**config.mk**
```make
export PLATFORM = sky130hd
export DESIGN_NAME = led_matrix_and_digit_scanner
export DESIGN_NICKNAME = d
export VERILOG_FILES = /design/src/rtl/ldsc_pkg.sv /design/src/rtl/ldsc_frame_store.sv /design/src/rtl/led_matrix_and_digit_scanner.sv
export SDC_FILE = /design/constraint.sdc
export NUM_CORES = 1
export LEC_CHECK = 0
export ABC_AREA = 1
export BUFFER_PORTS_ARGS = -buffer_cell sky130_fd_sc_hd__buf_2
export CAP_MARGIN = 25
export CORE_MARGIN = 1.5
export CORE_UTILIZATION = 60
export DETAILED_ROUTE_END_ITERATION = 7
export GPL_ROUTABILITY_DRIVEN = 0
export PLACE_DENSITY = 0.84
export SLEW_MARGIN = 20
export SYNTH_ARGS = -nofsm -noshare
export SYNTH_HDL_FRONTEND = slang
export SYNTH_SLANG_ARGS = --single-unit
```
**constraint.sdc**
```tcl
create_clock -name clk -period 5.2 [get_ports clk]
set_input_delay 0.26 -clock clk [delete_from_list [all_inputs] [get_ports clk]]
set_output_delay 0.26 -clock clk [all_outputs]
set_load 0.1 [all_outputs]
```
**src/rtl/ldsc_pkg.sv**
```systemverilog
`default_nettype none
// ----------------------------------------------------------------------------
// ldsc_pkg
// Shared constants, types and the segment font of the matrix and digit scanner.
// ----------------------------------------------------------------------------
package ldsc_pkg;

  localparam int ROWS       = 16;
  localparam int COLUMNS    = 8;
  localparam int SLOT_TICKS = 100;
  localparam int DIGITS     = 3;

  localparam int ROW_AW  = (ROWS > 1) ? $clog2(ROWS) : 1;
  localparam int COL_AW  = (COLUMNS > 1) ? $clog2(COLUMNS) : 1;
  localparam int TICK_W  = (SLOT_TICKS > 1) ? $clog2(SLOT_TICKS) : 1;
  localparam int DIG_W   = 2;

  localparam int ONT_W   = 7;
  localparam int RIDX_W  = 4;
  localparam int PIX_W   = 8;
  localparam int SCORE_W = 10;
  localparam int RENA_W  = 16;
  localparam int SEG_W   = 7;
  localparam int DSEL_W  = 3;

  localparam int S_TDATA_W = 24;
  localparam int M_TDATA_W = 40;

  localparam logic [ONT_W-1:0] ON_TIME_RESET = 7'd50;

  localparam logic [1:0] MODE_ROW   = 2'd0;
  localparam logic [1:0] MODE_SCORE = 2'd1;
  localparam logic [1:0] MODE_TICK  = 2'd2;

  typedef struct packed {
    logic              en;
    logic [ROW_AW-1:0] addr;
    logic [PIX_W-1:0]  data;
  } ldsc_wr_t;

  typedef struct packed {
    logic              en;
    logic [ROW_AW-1:0] addr;
  } ldsc_rd_t;

  function automatic logic [SEG_W-1:0] seg_font(input logic [3:0] v);
    logic [SEG_W-1:0] s;
    case (v)
      4'd0:    s = 7'h3f;
      4'd1:    s = 7'h06;
      4'd2:    s = 7'h5b;
      4'd3:    s = 7'h4f;
      4'd4:    s = 7'h66;
      4'd5:    s = 7'h6d;
      4'd6:    s = 7'h7d;
      4'd7:    s = 7'h07;
      4'd8:    s = 7'h7f;
      4'd9:    s = 7'h6f;
      default: s = '0;
    endcase
    return s;
  endfunction

endpackage
`default_nettype wire

```
**src/rtl/ldsc_frame_store.sv**
```systemverilog
`default_nettype none
// ----------------------------------------------------------------------------
// ldsc_frame_store
// Frame row memory, registered read, per-row valid bits cleared at
// reset, write-to-read forwarding within the same cycle.
// ----------------------------------------------------------------------------
module ldsc_frame_store (
  input  wire                         clk,
  input  wire                         rst,
  input  ldsc_pkg::ldsc_wr_t          wr,
  input  ldsc_pkg::ldsc_rd_t          rd,
  output logic [ldsc_pkg::PIX_W-1:0]  rd_data
);
  import ldsc_pkg::*;

  logic [PIX_W-1:0] mem [ROWS];
  logic [ROWS-1:0]  row_valid;
  logic [PIX_W-1:0] mem_q;
  logic             fwd;
  logic [PIX_W-1:0] fwd_data;
  logic             hit_valid;

  always_ff @(posedge clk) begin
    if (wr.en) begin
      mem[wr.addr] <= wr.data;
    end
    if (rd.en) begin
      mem_q <= mem[rd.addr];
    end
  end

  always_ff @(posedge clk) begin
    if (rst) begin
      row_valid <= '0;
    end else if (wr.en) begin
      row_valid[wr.addr] <= 1'b1;
    end
  end

  always_ff @(posedge clk) begin
    if (rd.en) begin
      fwd       <= wr.en && (wr.addr == rd.addr);
      fwd_data  <= wr.data;
      hit_valid <= row_valid[rd.addr];
    end
  end

  assign rd_data = fwd ? fwd_data : (hit_valid ? mem_q : '0);

endmodule
`default_nettype wire

```
**src/rtl/led_matrix_and_digit_scanner.sv**
```systemverilog
`default_nettype none
// ----------------------------------------------------------------------------
// led_matrix_and_digit_scanner
// Scan driver for a 16x8 LED matrix and a three-digit seven-segment score.
// ----------------------------------------------------------------------------
// Pipeline: two register stages, stage 1 and the output register.
// Throughput: one item per cycle; the frame store read runs in the same cycle
// as the scan-position update. A held output stalls both stages and the input.
// Reset: frame rows read as zero (valid bits), score 0, scan at first pixel,
// matrix phase, on_time 50. No clearing pass.
module led_matrix_and_digit_scanner (
  input  wire                                clk,
  input  wire                                rst,
  input  wire                                s_tvalid,
  output logic                               s_tready,
  // [3:0] row_index, [11:4] row_bits, [21:12] score, [23:22] zero
  input  wire  [ldsc_pkg::S_TDATA_W-1:0]     s_tdata,
  // [1:0] mode
  input  wire  [1:0]                         s_tuser,
  output logic                               m_tvalid,
  input  wire                                m_tready,
  // [15:0] row_enables, [23:16] column_drive, [26:24] digit_select,
  // [33:27] segments, [39:34] zero
  output logic [ldsc_pkg::M_TDATA_W-1:0]     m_tdata,
  // [0] in_digit_phase
  output logic                               m_tuser,
  input  wire                                cfg_valid,
  output logic                               cfg_ready,
  input  wire  [ldsc_pkg::ONT_W-1:0]         cfg_data
);
  import ldsc_pkg::*;

  logic [ONT_W-1:0]   on_time;
  logic [SCORE_W-1:0] shown_score;
  logic [TICK_W-1:0]  slot_tick;
  logic [COL_AW-1:0]  scan_column;
  logic [ROW_AW-1:0]  scan_row;
  logic               digit_phase;
  logic [DIG_W-1:0]   scan_digit;

  logic [1:0]         in_mode;
  logic [RIDX_W-1:0]  in_row;
  logic [PIX_W-1:0]   in_bits;
  logic [SCORE_W-1:0] in_score;

  logic               adv;
  logic               accept;
  logic               is_tick;
  logic [SCORE_W-1:0] score_now;
  logic [ONT_W-1:0]   off_len;
  logic               lit;
  logic [RENA_W-1:0]  rows_now;
  logic [DSEL_W-1:0]  dsel_now;
  logic [15:0]        prod100;
  logic [17:0]        prod10;

  ldsc_wr_t           fs_wr;
  ldsc_rd_t           fs_rd;
  logic [PIX_W-1:0]   fs_data;

  // stage 1
  logic               s1_valid;
  logic [RENA_W-1:0]  s1_rows;
  logic               s1_pix;
  logic [COL_AW-1:0]  s1_col;
  logic [DSEL_W-1:0]  s1_dsel;
  logic               s1_seg_on;
  logic [DIG_W-1:0]   s1_digit;
  logic               s1_dph;
  logic [3:0]         s1_q100;
  logic [6:0]         s1_q10;
  logic [SCORE_W-1:0] s1_score;

  // stage 2 (output register)
  logic [RENA_W-1:0]  out_rows;
  logic [PIX_W-1:0]   out_cols;
  logic [DSEL_W-1:0]  out_dsel;
  logic [SEG_W-1:0]   out_segs;
  logic               out_dph;

  logic [PIX_W-1:0]   cols_s1;
  logic [14:0]        tens_prod;
  logic [6:0]         q10_div;
  logic [3:0]         tens_val;
  logic [3:0]         ones_val;
  logic [3:0]         digit_val;
  logic [SEG_W-1:0]   segs_s1;

  logic [TICK_W-1:0]  slot_tick_next;
  logic [COL_AW-1:0]  scan_column_next;
  logic [ROW_AW-1:0]  scan_row_next;
  logic               digit_phase_next;
  logic [DIG_W-1:0]   scan_digit_next;

  assign in_mode  = s_tuser;
  assign in_row   = s_tdata[3:0];
  assign in_bits  = s_tdata[11:4];
  assign in_score = s_tdata[21:12];

  assign adv       = !m_tvalid || m_tready;
  assign s_tready  = adv;
  assign accept    = s_tvalid && adv;
  assign is_tick   = (in_mode == MODE_TICK);
  assign cfg_ready = 1'b1;

  always_ff @(posedge clk) begin
    if (rst) begin
      on_time <= ON_TIME_RESET;
    end else if (cfg_valid) begin
      on_time <= cfg_data;
    end
  end

  // --- frame store access ---
  always_comb begin
    fs_wr.en   = accept && (in_mode == MODE_ROW) && (32'(in_row) < ROWS);
    fs_wr.addr = ROW_AW'(in_row);
    fs_wr.data = in_bits;
    fs_rd.en   = adv;
    fs_rd.addr = scan_row;
  end

  ldsc_frame_store u_frame_store (
    .clk     (clk),
    .rst     (rst),
    .wr      (fs_wr),
    .rd      (fs_rd),
    .rd_data (fs_data)
  );

  // --- current position outputs ---
  always_comb begin
    score_now = (accept && (in_mode == MODE_SCORE)) ? in_score : shown_score;
    off_len   = (32'(on_time) >= SLOT_TICKS) ? '0 : ONT_W'(SLOT_TICKS - 32'(on_time));
    lit       = (ONT_W'(slot_tick) >= off_len);
    rows_now  = '0;
    if (32'(scan_row) < RENA_W) begin
      rows_now = RENA_W'(1) << scan_row;
    end
    dsel_now = '1;
    if (lit) begin
      dsel_now = ~(DSEL_W'(1) << scan_digit);
    end else if (scan_digit != '0) begin
      dsel_now = ~(DSEL_W'(1) << (scan_digit - DIG_W'(1)));
    end
    prod100 = 16'(score_now) * 16'd41;
    prod10  = 18'(score_now) * 18'd205;
  end

  // --- scan position advance ---
  always_comb begin
    slot_tick_next   = slot_tick;
    scan_column_next = scan_column;
    scan_row_next    = scan_row;
    digit_phase_next = digit_phase;
    scan_digit_next  = scan_digit;
    if (32'(slot_tick) != SLOT_TICKS - 1) begin
      slot_tick_next = slot_tick + TICK_W'(1);
    end else begin
      slot_tick_next = '0;
      if (!digit_phase) begin
        if (32'(scan_column) != COLUMNS - 1) begin
          scan_column_next = scan_column + COL_AW'(1);
        end else begin
          scan_column_next = '0;
          if (32'(scan_row) != ROWS - 1) begin
            scan_row_next = scan_row + ROW_AW'(1);
          end else begin
            scan_row_next    = '0;
            digit_phase_next = 1'b1;
            scan_digit_next  = '0;
          end
        end
      end else begin
        if (32'(scan_digit) != DIGITS - 1) begin
          scan_digit_next = scan_digit + DIG_W'(1);
        end else begin
          scan_digit_next  = '0;
          digit_phase_next = 1'b0;
        end
      end
    end
  end

  always_ff @(posedge clk) begin
    if (rst) begin
      shown_score <= '0;
      slot_tick   <= '0;
      scan_column <= '0;
      scan_row    <= '0;
      digit_phase <= 1'b0;
      scan_digit  <= '0;
    end else if (accept) begin
      shown_score <= score_now;
      if (is_tick) begin
        slot_tick   <= slot_tick_next;
        scan_column <= scan_column_next;
        scan_row    <= scan_row_next;
        digit_phase <= digit_phase_next;
        scan_digit  <= scan_digit_next;
      end
    end
  end

  // --- stage 1 ---
  always_ff @(posedge clk) begin
    if (rst) begin
      s1_valid <= 1'b0;
    end else if (adv) begin
      s1_valid <= s_tvalid;
    end
  end

  always_ff @(posedge clk) begin
    if (adv) begin
      s1_rows   <= digit_phase ? '0 : rows_now;
      s1_pix    <= !digit_phase && lit;
      s1_col    <= scan_column;
      s1_dsel   <= digit_phase ? dsel_now : '1;
      s1_seg_on <= digit_phase && lit;
      s1_digit  <= scan_digit;
      s1_dph    <= digit_phase;
      s1_q100   <= prod100[15:12];
      s1_q10    <= prod10[17:11];
      s1_score  <= score_now;
    end
  end

  // --- stage 1 to output ---
  always_comb begin
    cols_s1 = '1;
    if (s1_pix && fs_data[s1_col]) begin
      cols_s1 = ~(PIX_W'(1) << s1_col);
    end
    tens_prod = 15'(s1_q10) * 15'd205;
    q10_div   = 7'(tens_prod[14:11]);
    tens_val  = 4'(s1_q10 - 7'(q10_div * 7'd10));
    ones_val  = 4'(s1_score - SCORE_W'(10'(s1_q10) * 10'd10));
    case (s1_digit)
      2'd0:    digit_val = s1_q100;
      2'd1:    digit_val = tens_val;
      2'd2:    digit_val = ones_val;
      default: digit_val = 4'hf;
    endcase
    segs_s1 = s1_seg_on ? seg_font(digit_val) : '0;
  end

  always_ff @(posedge clk) begin
    if (rst) begin
      m_tvalid <= 1'b0;
    end else if (adv) begin
      m_tvalid <= s1_valid;
    end
  end

  always_ff @(posedge clk) begin
    if (adv) begin
      out_rows <= s1_rows;
      out_cols <= cols_s1;
      out_dsel <= s1_dsel;
      out_segs <= segs_s1;
      out_dph  <= s1_dph;
    end
  end

  assign m_tdata = {6'b0, out_segs, out_dsel, out_cols, out_rows};
  assign m_tuser = out_dph;

  // --- checks ---
  a_digit_cols_off: assert property (@(posedge clk) disable iff (rst)
    m_tvalid && m_tuser |-> (m_tdata[23:16] == 8'hff) && (m_tdata[15:0] == '0))
    else $error("column lines driven in digit phase");

  a_matrix_digits_off: assert property (@(posedge clk) disable iff (rst)
    m_tvalid && !m_tuser |-> (m_tdata[26:24] == 3'b111) && (m_tdata[33:27] == '0))
    else $error("digits driven in matrix phase");

  a_one_row: assert property (@(posedge clk) disable iff (rst)
    m_tvalid |-> $onehot0(m_tdata[15:0]))
    else $error("more than one row enabled");

  a_tick_step: assert property (@(posedge clk) disable iff (rst)
    accept && is_tick && (32'(slot_tick) != SLOT_TICKS - 1)
      |=> slot_tick == $past(slot_tick) + TICK_W'(1))
    else $error("slot tick did not step");

  a_tick_range: assert property (@(posedge clk) disable iff (rst)
    32'(slot_tick) < SLOT_TICKS)
    else $error("slot tick out of range");

endmodule
`default_nettype wire
```
==> flow_summary.ini <==
[routing]
postRouteAntennaNets = 0
vias = 9736
drt_drc_violations_left = 0
avgViaCountPerCell = 5.55
dr.pass1.iters = 5
wl_per_cell_um = 16.1
drt-initial-drc-count = 993
drt-total-wl_um = 28300

[placed_design]
dpl-instance-area_mm2 = 0.0150
pre_cts_ws_ps = 109
place_hpwl_um = 19200
io_buffer_count = 72

[floorplan]
die_w_um = 158
start_util_pct = 61.2
dieArea_mm2 = 0.0249
die_height_um = 158
ios = 82
core-area_mm2 = 0.0235
num_rows = 56

[clocking]
cts_root_buf = clkbuf_16
clk_latency_ps = 560
cts_sinks = 275
numCtsBuffers = 28
cts_setup_buffers = 0
path_clk_slew_ps = 60
cts_tree = done
cts_max_level = 1
clk_path_buf_depth = 3

[flow_run]
cap_violations = 0

[logic_synthesis]
ys.flop_type = edfxtp_1
syn_inst = 1328
synthArstFlopShare_pct = 0
synth-edff-count = 223
yosysUniqueCellTypes = 60
ys_ff_latch = 275
syn_area_per_cell_um2 = 10.8
ys_seq_area_share_pct = 53.9
synth_area_mm2 = 0.0144
synth_warnings = 0

[worst_setup_path]
worstPathRequired_ps = 5490
crit_path_frequent_cell = nand2_1
crit_chain = ha_1 > ha_1 > fa_1 > inv_1 > fa_1 > inv_1 > ha_1 > nand2_1 > inv_1 > nand2_1 > nand2_1 > a21oi_1 > o21ai_0 > a31oi_1 > xor2_1 > fa_1 > nand2_1 > nand3_2 > inv_2 > or2_0 > o21ai_0 > nand3_1 > a21oi_2
r2r-start = s1_q10[4]
r2r_end = out_segs[6]
endpoint = out_segs[6]
slowest_stage = fa_1
cp_slowest_stage_delay_ps = 510
startpoint = s1_q10[4]
worstPathMaxFanout = 6
crit_arrival_ps = 5170
worst-setup-path-type = flip-flop to flip-flop
worst-r2r-cell-count = 23
r2r_slack_ps = 320
cp-start-kind = flip-flop
end_kind = flip-flop

[timing]
fin_tns_setup_ps = 0
rsz0062_at_grt = false
fin_crit_sh_pct = 93.9
finalHoldViolations = 0
finalSetupViolations = 0
fmax_mhz = 205
max_slew_margin_pct = 35.4
fin_skew_ps = 26.3
setup_slack_ps = 318
finalCriticalPeriod_ps = 4880
worst_pin_slew_ps = 965
slew_viol_final = 0

[grt]
gr-total-overflow = 0
grt_start_max_net_pins = 76
global_route.usage.total_pct = 23.6
antenna_found_initial = 0
grt_pass1_wl_um = 45900
first_global_vias = 9534

[hold_path]
hold_path_class = input port to flip-flop
min_from = cfg_data[3]

[pwr]
power.leakage_uw = 0.00697
p_total_uw = 5890
vdd_drop_max_v = 0.000302
cellPowerDensity_mw_per_mm2 = 368

[run_status]
status = completed

[layout]
utilization_pct = 68.2
multi_input_area_mm2 = 0.00578
layout.nets = 1623
design_area_mm2 = 0.0160
fillCellCount = 1662
synthToLayoutAreaGrowth_pct = 11.4
seqCellArea_mm2 = 0.00774
drive_gt1_share_pct = 11.8
diodes = 0
[how the worst min path moves through the flow]
| stage | end | cells after the start |
|---|---|---|
| finish | on_time[3] | 3 |
| global route | on_time[3] | 3 |
| CTS | on_time[2] | 3 |
| detailed placement | out_rows[0] | 0 |
| global placement | m_tuser | 0 |
| floorplan | u_frame_store.fwd_data[0] | 0 |
[placed cells by master (no fill, tap or decap), drive strengths merged, types with 2 or more instances in the layout]
master | synthesis | final
a211oi | 4 | 4
a21boi | 2 | 2
a21o | 2 | 2
a21oi | 50 | 50
a221oi | 7 | 7
buf | 19 | 82
clkbuf | 24 | 37
clkinv | 2 | 9
clkinvlp | 0 | 5
conb | 2 | 7
dfxtp | 52 | 52
dlygate4sd3 | 0 | 12
edfxtp | 223 | 223
fa | 31 | 31
ha | 140 | 140
inv | 175 | 178
nand2 | 140 | 140
nand3 | 53 | 53
nand4 | 10 | 10
nor2 | 175 | 175
nor3 | 21 | 21
o211ai | 2 | 2
o21a | 4 | 4
o21ai | 112 | 112
o221ai | 17 | 17
o22ai | 19 | 19
or2 | 6 | 6
xnor2 | 8 | 8
xor2 | 14 | 14
[Yosys cell counts (3+ instances only)]
cell / instances / area, um2
a211oi_1: 4 / 30.0
a21oi_1: 48 / 240
a221oi_1: 6 / 52.6
buf_1: 3 / 11.3
buf_2: 8 / 40.0
buf_4: 7 / 52.6
clkbuf_1: 24 / 90.1
dfxtp_1: 52 / 1040
edfxtp_1: 223 / 6700
fa_1: 31 / 621
ha_1: 140 / 1750
inv_1: 166 / 623
inv_2: 9 / 33.8
nand2_1: 131 / 492
nand2_2: 5 / 31.3
nand2_4: 4 / 45.0
nand3_1: 50 / 250
nand4_1: 10 / 62.6
nor2_1: 166 / 623
nor2_2: 3 / 18.8
nor2_4: 5 / 56.3
nor3_1: 19 / 95.1
o21a_1: 4 / 30.0
o21ai_0: 108 / 541
o21ai_1: 3 / 15.0
o221ai_1: 17 / 149
o22ai_1: 19 / 119
or2_2: 3 / 18.8
xnor2_1: 8 / 70.1
xor2_1: 14 / 123
[cells by family (layout without fill, tap and decap cells)]
kind of cell             after synthesis  after routing  synth area share, %
AND/OR/NAND/NOR                      411            411                 12.8
flip-flops                           275            275                 53.9
other                                  2              7               0.0523
XOR/XNOR                              22             22                 1.34
buffers and inverters                220            323                 6.06
AO/OA/AOI/OAI                        227            227                 9.31
adder cells (fa/ha/maj)              171            171                 16.5
[worst max-delay path, delay by kind of cell, from the launching register on]
kind                     cells  cell delay (ps)
AO/OA/AOI/OAI                5              560
AND/OR/NAND/NOR              7              710
buffers and inverters        4              260
XOR/XNOR                     1              280
flip-flops                   1              450
adder cells (fa/ha/maj)      6             2380
[sequential cells by signal (all words and copies together) (netlist names), 4 cells and up]
| signal | cells |
|---|---|
| slot_tick | 7 |
| out_rows | 16 |
| scan_row | 4 |
| u_frame_store.fwd_data | 8 |
| u_frame_store.row_valid | 16 |
| on_time | 7 |
| s1_score | 4 |
| out_segs | 7 |
| s1_q100 | 4 |
| s1_rows | 16 |
| out_cols | 8 |
| u_frame_store.mem_q | 8 |
| s1_q10 | 7 |
| shown_score | 10 |
| u_frame_store.mem | 128 |
[per-layer routing]
layer	track usage [%]	wire length, um	vias to the layer above	share of wire, %
li1	-	-	4749	-
met1	30.4	11700	4529	41
met2	40.9	13600	392	48
met3	3.23	2220	66	7.8
met4	8.45	738	0	2.6
met5	0	0	-	0
[cell type report]
type,instances,share of cell area [%]
clock inverters,15,0.751
repair buffers,94,3.55
clock buffers,37,4.59
flip-flops and latches,275,48.4
inverters,177,4.16
well taps,319,2.49
multi-input cells,838,36.1
[stage by stage]
stage | hold WS, ps | std cells
floorplan | 359 | 1333
global placement | 403 | 1690
detailed placement | 405 | 1691
CTS | 0.125 | 1755
global route | 28.9 | 1755
finish | 11.6 | 1755
[what timing repair did]
action | in CTS | in global routing
endpoints found under the setup margin | 0 | 5
resized for setup | 0 | 4
hold endpoints to repair | 7 | 0
hold buffers | 12 | 0
[where the power goes]
group	internal, uW	switching [uW]
sequential	2450	45.1
clock	1010	853
combinational	559	971
No activity file was read; power rests on OpenSTA's default activity.
